### config.mk
export PLATFORM = sky130hd
export DESIGN_NAME = code_point_range_set_flat
export DESIGN_NICKNAME = d
export VERILOG_FILES = /design/src/rtl/cprs_pkg.sv /design/src/rtl/cprs_if.sv /design/src/rtl/cprs_ctrl.sv /design/src/rtl/cprs_dp.sv /design/src/rtl/code_point_range_set.sv /design/src/flat_wrapper.sv
export VERILOG_INCLUDE_DIRS = /design/src /design/src/rtl
export SDC_FILE = /design/constraint.sdc
export NUM_CORES = 2
export LEC_CHECK = 0
export BUFFER_PORTS_ARGS = -buffer_cell sky130_fd_sc_hd__buf_2
export CAP_MARGIN = 10
export CORE_AREA = 2 2 415 519
export CTS_BUF_LIST = sky130_fd_sc_hd__clkbuf_16
export DETAILED_ROUTE_END_ITERATION = 10
export DIE_AREA = 0 0 417 521
export PLACE_DENSITY = 0.68
export SETUP_SLACK_MARGIN = 0.4
export SKIP_CTS_REPAIR_TIMING = 1
export SLEW_MARGIN = 20
export SYNTH_ARGS = -nofsm -noshare
export SYNTH_HDL_FRONTEND = slang
export SYNTH_SLANG_ARGS = --single-unit
### constraint.sdc
create_clock -name clk_i -period 7 [get_ports clk_i]
set_input_delay 0.7 -clock clk_i [delete_from_list [all_inputs] [get_ports clk_i]]
set_output_delay 0.7 -clock clk_i [all_outputs]
set_load 0.02 [all_outputs]
### src/rtl/code_point_range_set_macros.svh
// Assertion macros used by the code point range set datapath.
`ifndef CODE_POINT_RANGE_SET_MACROS_SVH
`define CODE_POINT_RANGE_SET_MACROS_SVH
`ifndef ASSERT_OFF
// Check that a property holds at every clock edge outside reset.
`define CPRS_ASSERT(lbl, clk, rstn, prop) \
  lbl: assert property (@(posedge clk) disable iff (!rstn) (prop)) \
    else $error("property violated");
// Check that a condition never holds outside reset.
`define CPRS_NEVER(lbl, clk, rstn, cond) \
  lbl: assert property (@(posedge clk) disable iff (!rstn) !(cond)) \
    else $error("forbidden condition seen");
`else
`define CPRS_ASSERT(lbl, clk, rstn, prop)
`define CPRS_NEVER(lbl, clk, rstn, cond)
`endif
`endif

### src/rtl/cprs_pkg.sv
// Shared types and constants of the code point range set.
`timescale 1ns / 1ps
`default_nettype none
package cprs_pkg;

  localparam int unsigned CP_W = 21;
  localparam logic [CP_W-1:0] CODE_SPACE_END = 21'd1114112;

  // Operation codes
  localparam logic [1:0] OP_LOOKUP  = 2'd0;
  localparam logic [1:0] OP_ADD     = 2'd1;
  localparam logic [1:0] OP_COMPACT = 2'd2;

  // Datapath commands issued by the controller, one per cycle
  typedef enum logic [4:0] {
    CMD_NONE,
    CMD_LOAD,
    CMD_RD_K,
    CMD_RD_IDX,
    CMD_RD_KM1,
    CMD_RD_AB,
    CMD_L_HIT,
    CMD_SCAN,
    CMD_SKIP,
    CMD_OVF,
    CMD_STOP,
    CMD_SHW,
    CMD_INS,
    CMD_K_INC,
    CMD_IDX_INC,
    CMD_C_COPY,
    CMD_C_CLR,
    CMD_C_MERGE,
    CMD_C_REST,
    CMD_C_FIN,
    CMD_SET_USED,
    CMD_RESULT
  } cmd_e;

  // Status flags from the datapath
  typedef struct packed {
    logic [1:0] op;
    logic       k_lt_used;
    logic       idx_lt_used;
    logic       k_gt_idx;
    logic       idx_eq_k;
    logic       first_lt_last;
    logic       first_lt_a_start;
    logic       full;
    logic       a_len_full;
    logic       a_len_zero;
    logic       b_len_zero;
    logic       touch;
    logic       out_free;
  } sts_t;

endpackage
`default_nettype wire

### src/rtl/cprs_if.sv
// Valid/ready channel interfaces for requests and results.
`timescale 1ns / 1ps
`default_nettype none
interface cprs_in_if;
  logic        valid;
  logic        ready;
  logic [1:0]  op;
  logic [20:0] code_point;
  logic [20:0] range_end;

  modport source (output valid, output op, output code_point, output range_end,
                  input ready);
  modport sink (input valid, input op, input code_point, input range_end,
                output ready);
endinterface

interface cprs_out_if #(
  parameter int unsigned CNT_W = 7
);
  logic             valid;
  logic             ready;
  logic             member;
  logic [20:0]      total_count;
  logic [CNT_W-1:0] entry_count;
  logic             overflow;

  modport source (output valid, output member, output total_count,
                  output entry_count, output overflow, input ready);
  modport sink (input valid, input member, input total_count,
                input entry_count, input overflow, output ready);
endinterface
`default_nettype wire

### src/rtl/cprs_ctrl.sv
// Sequencer of the code point range set: steps lookup, add and compact.
`timescale 1ns / 1ps
`default_nettype none
module cprs_ctrl (
  input  wire logic          clk_i,
  input  wire logic          rst_ni,
  input  wire logic          in_valid_i,
  output logic               in_ready_o,
  output cprs_pkg::cmd_e     cmd_o,
  input  wire cprs_pkg::sts_t sts_i
);

  localparam logic [4:0] S_IDLE   = 5'd0;
  localparam logic [4:0] S_DISP   = 5'd1;
  localparam logic [4:0] S_L_RD   = 5'd2;
  localparam logic [4:0] S_L_EV   = 5'd3;
  localparam logic [4:0] S_A_SRD  = 5'd4;
  localparam logic [4:0] S_A_SEV  = 5'd5;
  localparam logic [4:0] S_A_LOOP = 5'd6;
  localparam logic [4:0] S_A_EV   = 5'd7;
  localparam logic [4:0] S_A_GAP  = 5'd8;
  localparam logic [4:0] S_A_SH   = 5'd9;
  localparam logic [4:0] S_A_SW   = 5'd10;
  localparam logic [4:0] S_A_WR   = 5'd11;
  localparam logic [4:0] S_C_TOP  = 5'd12;
  localparam logic [4:0] S_C_EV   = 5'd13;
  localparam logic [4:0] S_C_MV2  = 5'd14;
  localparam logic [4:0] S_C_MG2  = 5'd15;
  localparam logic [4:0] S_C_END  = 5'd16;
  localparam logic [4:0] S_C_FIN  = 5'd17;
  localparam logic [4:0] S_DONE   = 5'd18;

  logic [4:0] state_q, state_d;

  // Next state and command
  always_comb begin
    state_d    = state_q;
    cmd_o      = cprs_pkg::CMD_NONE;
    in_ready_o = 1'b0;
    case (state_q)
      S_IDLE: begin
        in_ready_o = 1'b1;
        if (in_valid_i) begin
          cmd_o   = cprs_pkg::CMD_LOAD;
          state_d = S_DISP;
        end
      end
      S_DISP: begin
        case (sts_i.op)
          cprs_pkg::OP_LOOKUP:  state_d = S_L_RD;
          cprs_pkg::OP_ADD:     state_d = S_A_SRD;
          cprs_pkg::OP_COMPACT: state_d = S_C_TOP;
          default:              state_d = S_DONE;
        endcase
      end
      // lookup: walk entries until one starts above the point
      S_L_RD: begin
        if (!sts_i.k_lt_used) begin
          state_d = S_DONE;
        end else begin
          cmd_o   = cprs_pkg::CMD_RD_K;
          state_d = S_L_EV;
        end
      end
      S_L_EV: begin
        if (sts_i.first_lt_a_start) begin
          state_d = S_DONE;
        end else begin
          cmd_o   = cprs_pkg::CMD_L_HIT;
          state_d = S_L_RD;
        end
      end
      // add: find the last entry starting at or below the first point
      S_A_SRD: begin
        if (!sts_i.k_lt_used) begin
          state_d = S_A_LOOP;
        end else begin
          cmd_o   = cprs_pkg::CMD_RD_K;
          state_d = S_A_SEV;
        end
      end
      S_A_SEV: begin
        cmd_o   = cprs_pkg::CMD_SCAN;
        state_d = S_A_SRD;
      end
      S_A_LOOP: begin
        if (!sts_i.first_lt_last) begin
          state_d = S_DONE;
        end else if (sts_i.idx_lt_used) begin
          cmd_o   = cprs_pkg::CMD_RD_IDX;
          state_d = S_A_EV;
        end else begin
          state_d = S_A_GAP;
        end
      end
      S_A_EV: begin
        if (sts_i.first_lt_a_start) begin
          state_d = S_A_GAP;
        end else begin
          cmd_o   = cprs_pkg::CMD_SKIP;
          state_d = S_A_LOOP;
        end
      end
      S_A_GAP: begin
        if (sts_i.full) begin
          cmd_o   = cprs_pkg::CMD_OVF;
          state_d = S_DONE;
        end else begin
          cmd_o   = cprs_pkg::CMD_STOP;
          state_d = S_A_SH;
        end
      end
      // open a hole by moving entries up one place
      S_A_SH: begin
        if (sts_i.k_gt_idx) begin
          cmd_o   = cprs_pkg::CMD_RD_KM1;
          state_d = S_A_SW;
        end else begin
          state_d = S_A_WR;
        end
      end
      S_A_SW: begin
        cmd_o   = cprs_pkg::CMD_SHW;
        state_d = S_A_SH;
      end
      S_A_WR: begin
        cmd_o   = cprs_pkg::CMD_INS;
        state_d = S_A_LOOP;
      end
      // compact: two pointers over the table
      S_C_TOP: begin
        if (!sts_i.k_lt_used) begin
          state_d = S_C_END;
        end else if (sts_i.idx_eq_k) begin
          cmd_o = cprs_pkg::CMD_K_INC;
        end else begin
          cmd_o   = cprs_pkg::CMD_RD_AB;
          state_d = S_C_EV;
        end
      end
      S_C_EV: begin
        state_d = S_C_TOP;
        if (sts_i.a_len_full) begin
          cmd_o = cprs_pkg::CMD_IDX_INC;
        end else if (sts_i.b_len_zero) begin
          cmd_o = cprs_pkg::CMD_K_INC;
        end else if (sts_i.a_len_zero) begin
          cmd_o   = cprs_pkg::CMD_C_COPY;
          state_d = S_C_MV2;
        end else if (sts_i.touch) begin
          cmd_o   = cprs_pkg::CMD_C_MERGE;
          state_d = S_C_MG2;
        end else begin
          cmd_o = cprs_pkg::CMD_IDX_INC;
        end
      end
      S_C_MV2: begin
        cmd_o   = cprs_pkg::CMD_C_CLR;
        state_d = S_C_TOP;
      end
      S_C_MG2: begin
        cmd_o   = cprs_pkg::CMD_C_REST;
        state_d = S_C_TOP;
      end
      S_C_END: begin
        if (sts_i.idx_lt_used) begin
          cmd_o   = cprs_pkg::CMD_RD_IDX;
          state_d = S_C_FIN;
        end else begin
          cmd_o   = cprs_pkg::CMD_SET_USED;
          state_d = S_DONE;
        end
      end
      S_C_FIN: begin
        cmd_o   = cprs_pkg::CMD_C_FIN;
        state_d = S_DONE;
      end
      // hand the result to the output register
      S_DONE: begin
        if (sts_i.out_free) begin
          cmd_o   = cprs_pkg::CMD_RESULT;
          state_d = S_IDLE;
        end
      end
      default: state_d = S_IDLE;
    endcase
  end

  always_ff @(posedge clk_i or negedge rst_ni) begin
    if (!rst_ni) begin
      state_q <= S_IDLE;
    end else begin
      state_q <= state_d;
    end
  end

endmodule
`default_nettype wire

### src/rtl/cprs_dp.sv
// Datapath of the code point range set: range table, pointers and counters.
`timescale 1ns / 1ps
`default_nettype none
`include "code_point_range_set_macros.svh"
module cprs_dp #(
  parameter int unsigned MAX_ENTRIES    = 64,
  parameter int unsigned ENTRY_CAPACITY = 255
) (
  input  wire logic            clk_i,
  input  wire logic            rst_ni,
  input  wire logic [1:0]      op_i,
  input  wire logic [20:0]     code_point_i,
  input  wire logic [20:0]     range_end_i,
  cprs_out_if.source           res_o,
  input  wire cprs_pkg::cmd_e  cmd_i,
  output cprs_pkg::sts_t       sts_o
);

  localparam int unsigned CPW = cprs_pkg::CP_W;
  localparam int unsigned AW  = $clog2(MAX_ENTRIES);
  localparam int unsigned CW  = $clog2(MAX_ENTRIES + 1);
  localparam int unsigned LW  = $clog2(ENTRY_CAPACITY + 1);
  localparam int unsigned EW  = CPW + LW;
  localparam logic [LW-1:0]  CAP_L  = LW'(ENTRY_CAPACITY);
  localparam logic [CPW:0]   CAP_X  = (CPW+1)'(ENTRY_CAPACITY);
  localparam logic [CW-1:0]  MAX_C  = CW'(MAX_ENTRIES);

  // Range table: start in the upper bits, length in the lower bits
  logic [EW-1:0] mem_q [MAX_ENTRIES];
  logic [EW-1:0] rd_a_q, rd_b_q;

  logic [1:0]     op_q;
  logic [CPW-1:0] first_q, last_q, stop_q, total_q;
  logic [CW-1:0]  idx_q, k_q, used_q;
  logic           hit_q, ovf_q;
  logic           out_valid_q, out_member_q, out_ovf_q;
  logic [CPW-1:0] out_total_q;
  logic [CW-1:0]  out_used_q;

  logic [CPW-1:0] a_start, b_start;
  logic [LW-1:0]  a_len, b_len, move, room, ins_len;
  logic [CPW:0]   a_end, first_cap, stop_x;
  logic [CPW-1:0] cp_clamp, re_clamp, stop_v, diff;
  logic [CW-1:0]  k_m1;
  logic           re_a, re_b, we;
  logic [AW-1:0]  ra, rb, wa;
  logic [EW-1:0]  wd;

  assign a_start = rd_a_q[EW-1:LW];
  assign a_len   = rd_a_q[LW-1:0];
  assign b_start = rd_b_q[EW-1:LW];
  assign b_len   = rd_b_q[LW-1:0];
  assign a_end   = {1'b0, a_start} + (CPW+1)'(a_len);
  assign k_m1    = k_q - CW'(1);
  assign diff    = first_q - a_start;
  assign ins_len = LW'(stop_q - first_q);

  // Input clamping to the code space
  assign cp_clamp = (code_point_i > cprs_pkg::CODE_SPACE_END) ?
                    cprs_pkg::CODE_SPACE_END : code_point_i;
  assign re_clamp = (range_end_i > cprs_pkg::CODE_SPACE_END) ?
                    cprs_pkg::CODE_SPACE_END : range_end_i;

  // End of a new entry: capacity, range end, or the next entry
  always_comb begin
    first_cap = {1'b0, first_q} + CAP_X;
    stop_x    = (first_cap > {1'b0, last_q}) ? {1'b0, last_q} : first_cap;
    if (idx_q < used_q && stop_x > {1'b0, a_start}) begin
      stop_x = {1'b0, a_start};
    end
    stop_v = stop_x[CPW-1:0];
  end

  // Points moved from the next entry into the current one
  assign room = CAP_L - a_len;
  assign move = (room > b_len) ? b_len : room;

  // Status to the controller
  always_comb begin
    sts_o.op               = op_q;
    sts_o.k_lt_used        = k_q < used_q;
    sts_o.idx_lt_used      = idx_q < used_q;
    sts_o.k_gt_idx         = k_q > idx_q;
    sts_o.idx_eq_k         = idx_q == k_q;
    sts_o.first_lt_last    = first_q < last_q;
    sts_o.first_lt_a_start = first_q < a_start;
    sts_o.full             = used_q >= MAX_C;
    sts_o.a_len_full       = a_len >= CAP_L;
    sts_o.a_len_zero       = a_len == '0;
    sts_o.b_len_zero       = b_len == '0;
    sts_o.touch            = a_end == {1'b0, b_start};
    sts_o.out_free         = !out_valid_q || res_o.ready;
  end

  // Table port selection
  always_comb begin
    re_a = 1'b0;
    re_b = 1'b0;
    we   = 1'b0;
    ra   = idx_q[AW-1:0];
    rb   = k_q[AW-1:0];
    wa   = idx_q[AW-1:0];
    wd   = rd_a_q;
    case (cmd_i)
      cprs_pkg::CMD_RD_K: begin
        re_a = 1'b1;
        ra   = k_q[AW-1:0];
      end
      cprs_pkg::CMD_RD_IDX: re_a = 1'b1;
      cprs_pkg::CMD_RD_KM1: begin
        re_a = 1'b1;
        ra   = k_m1[AW-1:0];
      end
      cprs_pkg::CMD_RD_AB: begin
        re_a = 1'b1;
        re_b = 1'b1;
      end
      cprs_pkg::CMD_SHW: begin
        we = 1'b1;
        wa = k_q[AW-1:0];
      end
      cprs_pkg::CMD_INS: begin
        we = 1'b1;
        wd = {first_q, ins_len};
      end
      cprs_pkg::CMD_C_COPY: begin
        we = 1'b1;
        wd = rd_b_q;
      end
      cprs_pkg::CMD_C_CLR: begin
        we = 1'b1;
        wa = k_q[AW-1:0];
        wd = '0;
      end
      cprs_pkg::CMD_C_MERGE: begin
        we = 1'b1;
        wd = {a_start, a_len + move};
      end
      cprs_pkg::CMD_C_REST: begin
        we = 1'b1;
        wa = k_q[AW-1:0];
        wd = {b_start + CPW'(move), b_len - move};
      end
      default: we = 1'b0;
    endcase
  end

  // Range table with registered reads
  always_ff @(posedge clk_i) begin
    if (we) begin
      mem_q[wa] <= wd;
    end
    if (re_a) begin
      rd_a_q <= mem_q[ra];
    end
    if (re_b) begin
      rd_b_q <= mem_q[rb];
    end
  end

  // Working registers and counters
  always_ff @(posedge clk_i or negedge rst_ni) begin
    if (!rst_ni) begin
      op_q         <= '0;
      first_q      <= '0;
      last_q       <= '0;
      stop_q       <= '0;
      idx_q        <= '0;
      k_q          <= '0;
      hit_q        <= 1'b0;
      ovf_q        <= 1'b0;
      used_q       <= '0;
      total_q      <= '0;
      out_valid_q  <= 1'b0;
      out_member_q <= 1'b0;
      out_ovf_q    <= 1'b0;
      out_total_q  <= '0;
      out_used_q   <= '0;
    end else begin
      // a new result takes precedence over the drain of the old one
      if (out_valid_q && res_o.ready && cmd_i != cprs_pkg::CMD_RESULT) begin
        out_valid_q <= 1'b0;
      end
      case (cmd_i)
        cprs_pkg::CMD_LOAD: begin
          op_q    <= op_i;
          first_q <= cp_clamp;
          last_q  <= re_clamp;
          idx_q   <= '0;
          k_q     <= '0;
          hit_q   <= 1'b0;
          ovf_q   <= 1'b0;
        end
        cprs_pkg::CMD_L_HIT: begin
          hit_q <= diff < CPW'(a_len);
          k_q   <= k_q + CW'(1);
        end
        cprs_pkg::CMD_SCAN: begin
          if (!(first_q < a_start)) begin
            idx_q <= k_q;
          end
          k_q <= k_q + CW'(1);
        end
        cprs_pkg::CMD_SKIP: begin
          if ({1'b0, first_q} < a_end) begin
            first_q <= (a_end < {1'b0, last_q}) ? a_end[CPW-1:0] : last_q;
          end
          idx_q <= idx_q + CW'(1);
        end
        cprs_pkg::CMD_OVF: ovf_q <= 1'b1;
        cprs_pkg::CMD_STOP: begin
          stop_q <= stop_v;
          k_q    <= used_q;
        end
        cprs_pkg::CMD_SHW: k_q <= k_m1;
        cprs_pkg::CMD_INS: begin
          used_q  <= used_q + CW'(1);
          total_q <= total_q + CPW'(ins_len);
          idx_q   <= idx_q + CW'(1);
          first_q <= stop_q;
        end
        cprs_pkg::CMD_K_INC:    k_q <= k_q + CW'(1);
        cprs_pkg::CMD_IDX_INC:  idx_q <= idx_q + CW'(1);
        cprs_pkg::CMD_C_FIN:    used_q <= idx_q + CW'(a_len != '0);
        cprs_pkg::CMD_SET_USED: used_q <= idx_q;
        cprs_pkg::CMD_RESULT: begin
          out_valid_q  <= 1'b1;
          out_member_q <= hit_q;
          out_ovf_q    <= ovf_q;
          out_total_q  <= total_q;
          out_used_q   <= used_q;
        end
        default: ;
      endcase
    end
  end

  assign res_o.valid       = out_valid_q;
  assign res_o.member      = out_member_q;
  assign res_o.total_count = out_total_q;
  assign res_o.entry_count = out_used_q;
  assign res_o.overflow    = out_ovf_q;

  `CPRS_ASSERT(a_used_bound, clk_i, rst_ni, used_q <= MAX_C)
  `CPRS_NEVER(a_ins_full, clk_i, rst_ni, cmd_i == cprs_pkg::CMD_INS && used_q >= MAX_C)
  `CPRS_ASSERT(a_ins_count, clk_i, rst_ni, (cmd_i == cprs_pkg::CMD_INS) |=> (used_q == $past(used_q) + CW'(1)))

endmodule
`default_nettype wire

### src/rtl/code_point_range_set.sv
// Top level of the code point range set.
`timescale 1ns / 1ps
`default_nettype none
// Keeps a sorted table of up to MAX_ENTRIES disjoint code point ranges in a
// single-write, dual-read RAM and answers one transaction at a time with one
// result. A lookup walks the entries until one starts above the point. An
// add first searches the table, then for each new piece moves the later
// entries up one place and writes the piece; an existing entry it meets is
// skipped. A compact steps two pointers: they meet, a pair is compared, or a
// copy or merge is made after which the pair is examined again. Each table
// read is registered. The result sits in an output register, so the next
// request is taken while it waits. No clearing pass is needed after reset.
module code_point_range_set #(
  parameter int unsigned MAX_ENTRIES    = 64,
  parameter int unsigned ENTRY_CAPACITY = 255
) (
  input wire logic clk_i,
  input wire logic rst_ni,
  cprs_in_if.sink   in_i,
  cprs_out_if.source res_o
);

  cprs_pkg::cmd_e cmd;
  cprs_pkg::sts_t sts;
  logic           in_ready;

  assign in_i.ready = in_ready;

  cprs_ctrl u_ctrl (
    .clk_i      (clk_i),
    .rst_ni     (rst_ni),
    .in_valid_i (in_i.valid),
    .in_ready_o (in_ready),
    .cmd_o      (cmd),
    .sts_i      (sts)
  );

  cprs_dp #(
    .MAX_ENTRIES    (MAX_ENTRIES),
    .ENTRY_CAPACITY (ENTRY_CAPACITY)
  ) u_dp (
    .clk_i        (clk_i),
    .rst_ni       (rst_ni),
    .op_i         (in_i.op),
    .code_point_i (in_i.code_point),
    .range_end_i  (in_i.range_end),
    .res_o        (res_o),
    .cmd_i        (cmd),
    .sts_o        (sts)
  );

endmodule
`default_nettype wire
### src/flat_wrapper.sv
// flat-port wrapper written by rule: the top's interface ports become plain ports
module code_point_range_set_flat 
#(
  parameter int unsigned MAX_ENTRIES    = 64,
  parameter int unsigned ENTRY_CAPACITY = 255
)
  (clk_i, rst_ni, in_i_valid, in_i_op, in_i_code_point, in_i_range_end, in_i_ready, res_o_valid, res_o_member, res_o_total_count, res_o_entry_count, res_o_overflow, res_o_ready);
  cprs_in_if in_i_i ();
  cprs_out_if res_o_i ();
  input wire logic clk_i;
  input wire logic rst_ni;
  input wire logic [$bits(in_i_i.valid)-1:0] in_i_valid;
  input wire logic [$bits(in_i_i.op)-1:0] in_i_op;
  input wire logic [$bits(in_i_i.code_point)-1:0] in_i_code_point;
  input wire logic [$bits(in_i_i.range_end)-1:0] in_i_range_end;
  output wire logic [$bits(in_i_i.ready)-1:0] in_i_ready;
  output wire logic [$bits(res_o_i.valid)-1:0] res_o_valid;
  output wire logic [$bits(res_o_i.member)-1:0] res_o_member;
  output wire logic [$bits(res_o_i.total_count)-1:0] res_o_total_count;
  output wire logic [$bits(res_o_i.entry_count)-1:0] res_o_entry_count;
  output wire logic [$bits(res_o_i.overflow)-1:0] res_o_overflow;
  input wire logic [$bits(res_o_i.ready)-1:0] res_o_ready;
  assign in_i_i.valid = in_i_valid;
  assign in_i_i.op = in_i_op;
  assign in_i_i.code_point = in_i_code_point;
  assign in_i_i.range_end = in_i_range_end;
  assign in_i_ready = in_i_i.ready;
  assign res_o_valid = res_o_i.valid;
  assign res_o_member = res_o_i.member;
  assign res_o_total_count = res_o_i.total_count;
  assign res_o_entry_count = res_o_i.entry_count;
  assign res_o_overflow = res_o_i.overflow;
  assign res_o_i.ready = res_o_ready;
  code_point_range_set #(.MAX_ENTRIES(MAX_ENTRIES), .ENTRY_CAPACITY(ENTRY_CAPACITY)) u_core (.clk_i(clk_i), .rst_ni(rst_ni), .in_i(in_i_i), .res_o(res_o_i));
endmodule
==> impl_metrics.tcl <==
set metrics [dict create \
    via_per_inst 6.966 \
    use_met2 0.5558 \
    clk_path_buf_depth 4 \
    p_leak_nw 41.39 \
    rsz0062_at_grt "yes" \
    finalCritPeriodShare 0.9559 \
    grt_use_total 0.3553 \
    cts_max_level 4 \
    status "finished clean" \
    wl_per_cell_um 33.70 \
    dp_hpwl_um 245400 \
    layout_min_cycle_time_ns 6.691 \
    synth_cells 8645 \
    synth_warnings 0 \
    worstMarginPinSlew_ns 1.248 \
    tns_ns 0 \
    io_buffers 79 \
    cts_buffers 208 \
    setup_violations 0 \
    synth_area_leaders "edfxtp_1, mux4_2, nand2_1" \
    hold_slack_ns 0.04803 \
    synth_ff_type "edfxtp_1" \
    slew_viol_final 0 \
    max_freq_mhz 149.4 \
    antenna_found_initial 22 \
    drtAntennaViolNets 0 \
    insertion_delay_ns 0.91 \
    maxSlewHeadroom 0.1607 \
    power.density_nw_per_um2 528.6 \
    die-area_um2 217300 \
    syn-cell-area_um2 105600 \
    die_w_um 417 \
    drive_gt1_frac 0.1761 \
    routed-via-count 81100 \
    synth_nets 8913 \
    end_kind "flip-flop" \
    gr-max-usage-layer "met2" \
    areaGrowthSynthToFinish_pct 12.70 \
    core_area_um2 212100 \
    syn_avg_cell_area_um2 12.22 \
    crit_required_ns 7.55 \
    gp_congestion 0.9966 \
    path_class "reg2reg" \
    crit_arrival_ns 7.24 \
    start_kind "flip-flop" \
    start_util 0.4979 \
    first_pass_iters 7 \
    grt_max_degree 148 \
    yosysSeqAreaShare 0.5785 \
    cts.sinks 2059 \
    fp.dieH_um 521 \
    ir_drop_v 0.0005241 \
    grt_pass1_vias 77110 \
    ys_ff_latch 2059 \
    clk_pin_slew_ns 0.07 \
    worstHoldPathType "in2reg" \
    drc 0 \
    fin_cells 11640 \
    yosys.cell_count.top_type "nand2_1" \
    synth_top_area_share 0.5442 \
    grtUsageMet1 0.4409 \
    grt_overflow_total 0 \
    cts_tree "built" \
    grt_pass1_wl_um 556500 \
    nets 8968 \
    met3_usage 0.07386 \
    yosysUniqueCellTypes 90 \
    rows 189 \
    hold_viol_final 0 \
    placed_cells 11250 \
    yosys.area.top_type "edfxtp_1" \
    drt_iter0_drc 13210 \
    finClkSkew_ns 0.05927 \
    wl_um 392300 \
    synth_edf_count 1914 \
    boundaryPins 80 \
    post_dp_cell_area_um2 112000 \
    yosys-top-cells-count "nand2_1, edfxtp_1, nand3_1" \
    async_reset_ff_frac 0.07042 \
    cts_root_buf "clkbuf_16" \
    max_cap_viol_count 0 \
    cp_max_fo 16 \
    final_area_um2 119000 \
]
-- stage by stage --
step	setup WS, ns	total power, mW	util
floorplan	-0.03207	37.75	-
global placement	0.06549	50.22	0.5282
detailed placement	0.1536	50.59	0.5282
CTS	0.1051	61.92	0.5603
global route	0.3102	65.34	0.5611
finish	0.3086	62.92	0.5611
-- worst paths after layout --
| path | start | end | slack (ns) | depth (start not counted) |
|---|---|---|---|---|
| setup / recovery | u_core.u_dp.rd_a_q[8]$_DFFE_PP_ | u_core.u_dp.mem_q[49][25]$_DFFE_PP_ | 0.31 | 18 |
| hold / removal | in_i_range_end[5] | u_core.u_dp.last_q[5]$_DFFE_PN0P_ | 0.05 | 3 |
| setup reg to reg | u_core.u_dp.rd_a_q[8]$_DFFE_PP_ | u_core.u_dp.mem_q[49][25]$_DFFE_PP_ | 0.31 | 18 |
| hold reg to reg | u_core.u_dp.res_o.entry_count[0]$_DFFE_PN0P_ | u_core.u_dp.res_o.entry_count[0]$_DFFE_PN0P_ | 0.48 | 2 |
| max in group asynchronous | rst_ni | u_core.u_dp.first_q[4]$_DFFE_PN0P_ | 5.33 | 3 |
| min in group asynchronous | rst_ni | u_core.u_dp.res_o.total_count[0]$_DFFE_PN0P_ | 0.39 | 2 |
-- area by class of cell --
class,count,area [um2]
Fill cell,16810,93090
Sequential cell,2059,61120
Multi-Input combinational cell,5823,42510
Clock buffer,210,5255
Timing Repair Buffer,451,4511
Tap cell,2769,3465
Clock inverter,166,1545
Inverter,157,596.8
Antenna cell,7,17.52
-- registers in the layout (all words and copies together), names as in the netlist --
register	cells
u_core.u_dp.mem_q	1856
u_core.u_dp.k_q	7
u_core.u_dp.last_q	21
u_core.u_dp.rd_b_q	29
u_core.u_dp.rd_a_q	29
u_core.u_dp.op_q	2
u_core.u_dp.first_q	21
u_core.u_dp.res_o.entry_count	7
u_core.u_dp.total_q	21
u_core.u_dp.res_o.member	1
u_core.u_dp.stop_q	21
u_core.u_dp.used_q	7
u_core.u_dp.res_o.valid	1
u_core.u_dp.ovf_q	1
u_core.u_dp.hit_q	1
u_core.u_ctrl.state_q	5
u_core.u_dp.idx_q	7
u_core.u_dp.res_o.total_count	21
u_core.u_dp.res_o.overflow	1
-- power by group --
part	switching (mW)	leakage [nW]	internal (mW)
logic	22.7	18.8	11.3
registers	0.750	19.1	16.7
clock network	4.96	3.42	6.45
total	28.4	41.4	34.5
-- cell families (layout without fill, tap and decap cells) --
family                     after synthesis  count (layout)  synth area share
buffers and inverters                  763             984           0.02773
adders and majority gates              220             220           0.02656
muxes                                  708             708            0.1398
and+or+nand+nor                       4040            4040            0.1686
other                                    0               7                 0
DFF                                   2059            2059            0.5785
xor gates and xnor gates               114             114          0.009453
AOI/OAI and AO/OA                      741             741           0.04935
-- critical path, cell delays in order (launching register included) --
cell and delay (ns):
edfxtp_1 0.47, ha_1 0.23, inv_1 0.06, fa_1 0.58, xor2_1 0.26, nand2_1 0.08, or4bb_1 0.48, nor4_1 0.26
nor4bb_1 0.42, nand4_1 0.22, or4_1 0.62, o21a_1 0.31, a211oi_4 0.24, nor3b_4 0.11, buf_4 0.25, a21o_1 0.22
buf_12 0.16, nor2_4 0.85, buf_4 0.50
-- placed cells by master (no fill, tap or decap), types with 42 or more instances in the layout --
| master | Yosys | final |
|---|---|---|
| buf_4 | 5 | 262 |
| nor3_1 | 44 | 42 |
| clkbuf_16 | 0 | 210 |
| mux2i_1 | 56 | 55 |
| edfxtp_1 | 1914 | 1914 |
| nand3_1 | 1464 | 1462 |
| nand2_1 | 2071 | 2069 |
| o21ai_0 | 158 | 152 |
| a41oi_1 | 122 | 122 |
| inv_1 | 155 | 182 |
| mux4_2 | 609 | 609 |
| buf_2 | 25 | 79 |
| dfrtp_1 | 145 | 140 |
| buf_12 | 0 | 104 |
| xnor2_1 | 79 | 77 |
| ha_1 | 213 | 213 |
| a21oi_1 | 145 | 137 |
| clkinv_1 | 0 | 44 |
| nor2_1 | 207 | 137 |
| nor2_4 | 0 | 69 |
| mux2_2 | 43 | 42 |
| a21o_1 | 43 | 43 |
-- layer usage --
layer	vias up	wire [um]	part of all wire
li1	32830	-	-
met1	39980	131000	0.33
met2	6720	179600	0.46
met3	1555	46840	0.12
met4	6	34720	0.089
met5	-	46	0.00012
Power figures use the tool's default switching activity.
